<file path="config.mk">
export PLATFORM = sky130hd
export DESIGN_NAME = url_percent_decoder_flat
export DESIGN_NICKNAME = d
export VERILOG_FILES = /design/src/urlpd_pkg.sv /design/src/urlpd_req_if.sv /design/src/urlpd_rsp_if.sv /design/src/url_percent_decoder.sv /design/src/flat_wrapper.sv
export SDC_FILE = /design/constraint.sdc
export NUM_CORES = 1
export LEC_CHECK = 0
export CAP_MARGIN = 5
export CORE_ASPECT_RATIO = 1.1
export CORE_UTILIZATION = 49
export DETAILED_ROUTE_END_ITERATION = 8
export DONT_BUFFER_PORTS = 1
export GPL_TIMING_DRIVEN = 0
export SLEW_MARGIN = 20
export SYNTH_ARGS = -nofsm -noshare
export SYNTH_HDL_FRONTEND = slang
export SYNTH_SLANG_ARGS = --single-unit
</file>
<file path="constraint.sdc">
create_clock -name clock -period 5.1 [get_ports clock]
set_input_delay 0.255 -clock clock [delete_from_list [all_inputs] [get_ports clock]]
set_output_delay 0.255 -clock clock [all_outputs]
set_load 0.005 [all_outputs]
</file>
<file path="src/urlpd_pkg.sv">
// Package: shared types, character and error codes, hex digit decode for the URL decoder.
`default_nettype none

package urlpd_pkg;

   typedef logic [7:0] byte_type;
   typedef logic [1:0] err_type;

   localparam err_type ERR_NONE      = 2'd0;
   localparam err_type ERR_MALFORMED = 2'd1;
   localparam err_type ERR_DEC_NUL   = 2'd2;
   localparam err_type ERR_EMB_NUL   = 2'd3;

   localparam byte_type CH_PERCENT = 8'h25;
   localparam byte_type CH_PLUS    = 8'h2B;
   localparam byte_type CH_SPACE   = 8'h20;
   localparam byte_type CH_NUL     = 8'h00;

   typedef struct packed {
      logic       bad;
      logic [3:0] value;
   } hex_type;

   function automatic hex_type hex_digit(input byte_type c);
      hex_type r;
      byte_type t;
      r.bad   = 1'b0;
      r.value = 4'd0;
      t       = 8'd0;
      if (c inside {[8'h30:8'h39]}) begin
         t = c - 8'h30;
      end else if (c inside {[8'h41:8'h46]}) begin
         t = c - 8'h37;
      end else if (c inside {[8'h61:8'h66]}) begin
         t = c - 8'h57;
      end else begin
         r.bad = 1'b1;
      end
      r.value = t[3:0];
      return r;
   endfunction

endpackage

`default_nettype wire

</file>
<file path="src/urlpd_req_if.sv">
// Interface: input channel of the URL decoder, one raw byte per item.
`default_nettype none

interface urlpd_req_if;
   logic       valid;
   logic       ready;
   logic [7:0] data_byte;
   logic       last;
   logic       plus_as_space;

   modport source (output valid, output data_byte, output last, output plus_as_space,
                   input ready);
   modport sink   (input valid, input data_byte, input last, input plus_as_space,
                   output ready);
endinterface

`default_nettype wire

</file>
<file path="src/urlpd_rsp_if.sv">
// Interface: result channel of the URL decoder, one result per item.
`default_nettype none

interface urlpd_rsp_if;
   logic       valid;
   logic       ready;
   logic       out_valid;
   logic [7:0] out_char;
   logic [1:0] error_code;
   logic       end_of_string;

   modport source (output valid, output out_valid, output out_char, output error_code,
                   output end_of_string, input ready);
   modport sink   (input valid, input out_valid, input out_char, input error_code,
                   input end_of_string, output ready);
endinterface

`default_nettype wire

</file>
<file path="src/url_percent_decoder.sv">
// Top level: streaming percent-encoded string decoder with sticky error status.
// The result of an accepted item is in the output register in the next cycle.
// Throughput: one item per cycle while each result is taken; the escape phase and nibble registers decode in one pass.
// req_chan.ready is high whenever the output register is empty or being taken.
// Reset: synchronous, clears escape phase, high nibble, sticky error and the result channel valid.
`default_nettype none

module url_percent_decoder
   import urlpd_pkg::*;
(
   input  wire         clock,
   input  wire         reset,
   urlpd_req_if.sink   req_chan,
   urlpd_rsp_if.source rsp_chan
);

   localparam logic [1:0] PH_IDLE = 2'd0;
   localparam logic [1:0] PH_HIGH = 2'd1;
   localparam logic [1:0] PH_LOW  = 2'd2;

   logic [1:0] phase_ff, phase_in;
   logic [3:0] nibble_ff, nibble_in;
   err_type    err_ff, err_in;

   logic       rsp_valid_ff;
   logic       out_valid_ff, out_valid_in;
   byte_type   out_char_ff, out_char_in;
   err_type    out_err_ff;
   logic       out_eos_ff;

   logic       accept;
   hex_type    hd;
   logic [7:0] dec_byte;

   assign req_chan.ready = !rsp_valid_ff || rsp_chan.ready;
   assign accept         = req_chan.valid && req_chan.ready;
   assign hd             = hex_digit(req_chan.data_byte);
   assign dec_byte       = {nibble_ff, hd.value};

   always_comb begin
      phase_in     = phase_ff;
      nibble_in    = nibble_ff;
      err_in       = err_ff;
      out_valid_in = 1'b0;
      out_char_in  = CH_NUL;
      if (err_ff == ERR_NONE) begin
         case (phase_ff)
            PH_HIGH: begin
               if (hd.bad || req_chan.last) begin
                  err_in = ERR_MALFORMED;
               end else begin
                  nibble_in = hd.value;
                  phase_in  = PH_LOW;
               end
            end
            PH_LOW: begin
               phase_in = PH_IDLE;
               if (hd.bad) begin
                  err_in = ERR_MALFORMED;
               end else if (dec_byte == CH_NUL) begin
                  err_in = ERR_DEC_NUL;
               end else begin
                  out_valid_in = 1'b1;
                  out_char_in  = dec_byte;
               end
            end
            default: begin
               if (req_chan.data_byte == CH_PERCENT) begin
                  if (req_chan.last) begin
                     err_in = ERR_MALFORMED;
                  end else begin
                     phase_in = PH_HIGH;
                  end
               end else if (req_chan.data_byte == CH_PLUS && req_chan.plus_as_space) begin
                  out_valid_in = 1'b1;
                  out_char_in  = CH_SPACE;
               end else if (req_chan.data_byte == CH_NUL) begin
                  err_in = ERR_EMB_NUL;
               end else begin
                  out_valid_in = 1'b1;
                  out_char_in  = req_chan.data_byte;
               end
            end
         endcase
      end
   end

   always_ff @(posedge clock) begin
      if (reset) begin
         phase_ff     <= PH_IDLE;
         nibble_ff    <= 4'd0;
         err_ff       <= ERR_NONE;
         rsp_valid_ff <= 1'b0;
      end else begin
         if (accept) begin
            rsp_valid_ff <= 1'b1;
            if (req_chan.last) begin
               phase_ff  <= PH_IDLE;
               nibble_ff <= 4'd0;
               err_ff    <= ERR_NONE;
            end else begin
               phase_ff  <= phase_in;
               nibble_ff <= nibble_in;
               err_ff    <= err_in;
            end
         end else if (rsp_chan.ready) begin
            rsp_valid_ff <= 1'b0;
         end
      end
   end

   always_ff @(posedge clock) begin
      if (accept) begin
         out_valid_ff <= out_valid_in;
         out_char_ff  <= out_char_in;
         out_err_ff   <= err_in;
         out_eos_ff   <= req_chan.last;
      end
   end

   assign rsp_chan.valid         = rsp_valid_ff;
   assign rsp_chan.out_valid     = out_valid_ff;
   assign rsp_chan.out_char      = out_char_ff;
   assign rsp_chan.error_code    = out_err_ff;
   assign rsp_chan.end_of_string = out_eos_ff;

   a_valid_no_err: assert property (@(posedge clock) disable iff (reset)
      rsp_chan.valid && rsp_chan.out_valid |-> rsp_chan.error_code == ERR_NONE)
      else $error("decoded byte emitted with an error set");

   a_char_zero: assert property (@(posedge clock) disable iff (reset)
      rsp_chan.valid && !rsp_chan.out_valid |-> rsp_chan.out_char == CH_NUL)
      else $error("out_char nonzero on an item without a byte");

   a_last_clears: assert property (@(posedge clock) disable iff (reset)
      accept && req_chan.last |=> phase_ff == PH_IDLE && err_ff == ERR_NONE)
      else $error("state not cleared after end of string");

   a_err_sticky: assert property (@(posedge clock) disable iff (reset)
      accept && !req_chan.last && err_ff != ERR_NONE |=> $stable(err_ff))
      else $error("sticky error changed within a string");

endmodule

`default_nettype wire
</file>
<file path="src/flat_wrapper.sv">
// flat-port wrapper written by rule: the top's interface ports become plain ports
module url_percent_decoder_flat import urlpd_pkg::*;
  (clock, reset, req_chan_valid, req_chan_data_byte, req_chan_last, req_chan_plus_as_space, req_chan_ready, rsp_chan_valid, rsp_chan_out_valid, rsp_chan_out_char, rsp_chan_error_code, rsp_chan_end_of_string, rsp_chan_ready);
  urlpd_req_if req_chan_i ();
  urlpd_rsp_if rsp_chan_i ();
  input  wire clock;
  input  wire reset;
  input wire logic [$bits(req_chan_i.valid)-1:0] req_chan_valid;
  input wire logic [$bits(req_chan_i.data_byte)-1:0] req_chan_data_byte;
  input wire logic [$bits(req_chan_i.last)-1:0] req_chan_last;
  input wire logic [$bits(req_chan_i.plus_as_space)-1:0] req_chan_plus_as_space;
  output wire logic [$bits(req_chan_i.ready)-1:0] req_chan_ready;
  output wire logic [$bits(rsp_chan_i.valid)-1:0] rsp_chan_valid;
  output wire logic [$bits(rsp_chan_i.out_valid)-1:0] rsp_chan_out_valid;
  output wire logic [$bits(rsp_chan_i.out_char)-1:0] rsp_chan_out_char;
  output wire logic [$bits(rsp_chan_i.error_code)-1:0] rsp_chan_error_code;
  output wire logic [$bits(rsp_chan_i.end_of_string)-1:0] rsp_chan_end_of_string;
  input wire logic [$bits(rsp_chan_i.ready)-1:0] rsp_chan_ready;
  assign req_chan_i.valid = req_chan_valid;
  assign req_chan_i.data_byte = req_chan_data_byte;
  assign req_chan_i.last = req_chan_last;
  assign req_chan_i.plus_as_space = req_chan_plus_as_space;
  assign req_chan_ready = req_chan_i.ready;
  assign rsp_chan_valid = rsp_chan_i.valid;
  assign rsp_chan_out_valid = rsp_chan_i.out_valid;
  assign rsp_chan_out_char = rsp_chan_i.out_char;
  assign rsp_chan_error_code = rsp_chan_i.error_code;
  assign rsp_chan_end_of_string = rsp_chan_i.end_of_string;
  assign rsp_chan_i.ready = rsp_chan_ready;
  url_percent_decoder u_core (.clock(clock), .reset(reset), .req_chan(req_chan_i), .rsp_chan(rsp_chan_i));
endmodule
</file>
==> load_flow_metrics.sql <==
INSERT INTO impl_metrics (metric_group, metric, value, unit) VALUES
('logic_synthesis', 'netlist_instances', '143', ''),
('power_and_ir_drop', 'p_per_area', '211', 'nW/um^2'),
('setup_path', 'timing.critical_path.to_type', 'register', ''),
('timing', 'timing.final.ws_setup', '2.90', 'ns'),
('power_and_ir_drop', 'worst_vdd_ir', '0.124', 'mV'),
('grt', 'globalRouteTotalUtil', '23.6', '%'),
('cells_and_area', 'multiInputGateArea', '754', 'um^2'),
('hold_path', 'timing.hold.worst.class', 'in -> reg', ''),
('hold_path', 'worst_hold_startpoint', 'req_chan_last', ''),
('route', 'vias', '1130', ''),
('grt', 'grt_pass1_vias', '1083', ''),
('route', 'routed_wire_length_per_instance', '17.0', 'um'),
('timing', 'clock_skew', '0.00462', 'ns'),
('power_and_ir_drop', 'report.power.total', '0.299', 'mW'),
('outcome', 'run_status', 'finished, final reports clean', ''),
('timing', 'number_of_endpoints_with_negative_hold_slack_in_the_final_report', '0', ''),
('cts', 'cts_buffers', '3', ''),
('grt', 'grt_overflow_total', '0', ''),
('timing', 'tns', '0', 'ns'),
('route', 'avgViaCountPerCell', '6.31', ''),
('route', 'drt-pass1-iter-count', '4', ''),
('timing', 'setup_violations', '0', ''),
('cells_and_area', 'design.final.nets', '170', ''),
('cells_and_area', 'post_route_cells_drive_above_1_share', '8.11', '%'),
('logic_synthesis', 'synth-seq-cells', '21', ''),
('power_and_ir_drop', 'p_leak', '0.515', 'nW'),
('grt', 'grt_antenna_before_repair', '0', ''),
('cts', 'cts.reportedPaths.clkPinSlew', '0.11', 'ns'),
('cells_and_area', 'areaGrowthSynthToFinish', '5.67', '%'),
('route', 'drt_iter0_markers', '54', ''),
('setup_path', 'worst_r2r_startpoint', 'u_core.phase_ff[0]', ''),
('grt', 'grt_max_degree', '17', ''),
('placement', 'placedCellCount', '174', ''),
('setup_path', 'arrival', '2.26', 'ns'),
('route', 'ant_nets', '0', ''),
('cts', 'cts.repair_timing.setup_buffer_count', '0', ''),
('placement', 'dp_hpwl', '2290', 'um'),
('die', 'initial_core_util', '52.9', '%'),
('timing', 'tightest_slew', '0.833', 'ns'),
('logic_synthesis', 'ys_types', '48', ''),
('logic_synthesis', 'async_flop_share', '0', '%'),
('timing', 'unrepaired_setup_endpoints_after_global_routing', 'false', ''),
('setup_path', 'worst_ep_required_time', '5.16', 'ns'),
('logic_synthesis', 'synth.cell_area', '1350', 'um^2'),
('logic_synthesis', 'postSynth.topFlopCell', 'edfxtp_1', ''),
('timing', 'finalCriticalPeriod', '2.20', 'ns'),
('logic_synthesis', 'ys_top_cells_by_area', 'edfxtp_1, dfxtp_1, ha_1', ''),
('cts', 'cts.sink_count', '21', ''),
('logic_synthesis', 'synth_commonest_cells', 'nor2_1, nand2_1, edfxtp_1', ''),
('cts', 'cts_tree', 'done', ''),
('die', 'fp.dieArea', '2960', 'um^2'),
('timing', 'final-max-slew-violation-count', '0', ''),
('logic_synthesis', 'postSynthNetCount', '164', ''),
('logic_synthesis', 'synth_edf_count', '12', ''),
('cells_and_area', 'ff_latch_area', '541', 'um^2'),
('placement', 'pre_cts_slack', '2.90', 'ns'),
('timing', 'max_slew_margin', '43.8', '%'),
('cts', 'htree_num_levels', '1', ''),
('job', 'drv_cap', '0', ''),
('placement', 'portBuffers', '0', ''),
('timing', 'fin_worst_hold_slack', '0.0352', 'ns'),
('placement', 'gp_routability_congestion', '0.878', ''),
('timing', 'timing.fmax', '454', 'MHz'),
('setup_path', 'worst_path_maximum_fanout', '10', ''),
('setup_path', 'timing.reg2reg.worst_path_depth', '6', ''),
('cts', 'clk_path_buf_depth', '2', ''),
('logic_synthesis', 'synth_seq_area_share', '40.2', '%'),
('placement', 'placed_cell_area', '1380', 'um^2'),
('setup_path', 'path_class', 'reg -> reg', ''),
('cts', 'ctsRootBufferMaster', 'clkbuf_4', ''),
('setup_path', 'timing.rr.end', 'u_core.rsp_chan.error_code[0]', '');
cells by family after synthesis:
| logic type | synth area share (%) |
|---|---|
| buffers and inverters | 3.72 |
| multiplexers | 1.49 |
| AO/OA/AOI/OAI | 24.2 |
| flip-flops | 40.2 |
| adder cells (fa/ha/maj) | 6.51 |
| AND/OR/NAND/NOR | 23.9 |
power breakdown:
part	internal [mW]	leakage, nW	total, mW	switching, mW
logic	0.0117	0.310	0.0305	0.0188
registers	0.186	0.187	0.188	0.00266
clock network	0.0293	0.0177	0.0805	0.0512
timing repair:
item	4_1_cts	5_1_grt
gates resized for setup	0	0
hold buffers	1	0
endpoints found under the hold margin	1	0
final cells by class:
type / count / area share [%]
tap: 31 / 2.73
sequential: 21 / 38.0
timing repair buffer: 1 / 0.704
buffer: 6 / 1.67
clock buffer: 3 / 1.58
multi-input combinational: 109 / 53.1
inverter: 7 / 1.85
clock inverter: 1 / 0.352
routing by layer:
layer / share of wire (%) / vias to the layer above / global-route usage (%)
met5: 0 / - / 0
met2: 48 / 49 / 35.5
met4: 1.8 / 0 / 10.0
met3: 5.6 / 6 / 3.47
li1: - / 558 / -
met1: 45 / 517 / 33.2
how the worst max path moves through the flow:
stage,slack [ns],cells after the start,to,startpoint
after global routing,2.67,6,u_core.nibble_ff[0],u_core.rsp_chan.valid
after floorplan,3.12,6,u_core.rsp_chan.error_code[0],u_core.phase_ff[0]
after global placement,2.93,7,u_core.rsp_chan.error_code[0],req_chan_data_byte[1]
after CTS,2.92,6,u_core.rsp_chan.error_code[0],u_core.phase_ff[0]
final,2.90,6,u_core.rsp_chan.error_code[0],u_core.phase_ff[0]
after detailed placement,2.90,7,u_core.rsp_chan.out_valid,req_chan_data_byte[1]
placed cells by master, fill, tap and decap left out, types with 5 or more instances in the layout:
cell       n
inv_1      7
a21oi_1    6
nand3_1    5
dfxtp_1    9
ha_1       7
a22oi_1    6
a22o_1     5
edfxtp_1  12
nand2_1   14
nor2_1    16
sequential cells by signal (all words and copies together) (netlist names):
signal and count:
u_core.rsp_chan.valid 1, u_core.rsp_chan.end_of_string 1, u_core.phase_ff 2, u_core.rsp_chan.out_valid 1, u_core.nibble_ff 4, u_core.rsp_chan.error_code 2, u_core.err_ff 2, u_core.rsp_chan.out_char 8
critical path, cell delays in order, from the launching register on:
cell	delay (ns)
dfxtp_1	0.39
inv_1	0.06
ha_1	0.28
clkbuf_1	0.20
or4_1	0.51
nor4_1	0.41
o21bai_1	0.11
No activity file was read; power rests on OpenSTA's default activity.
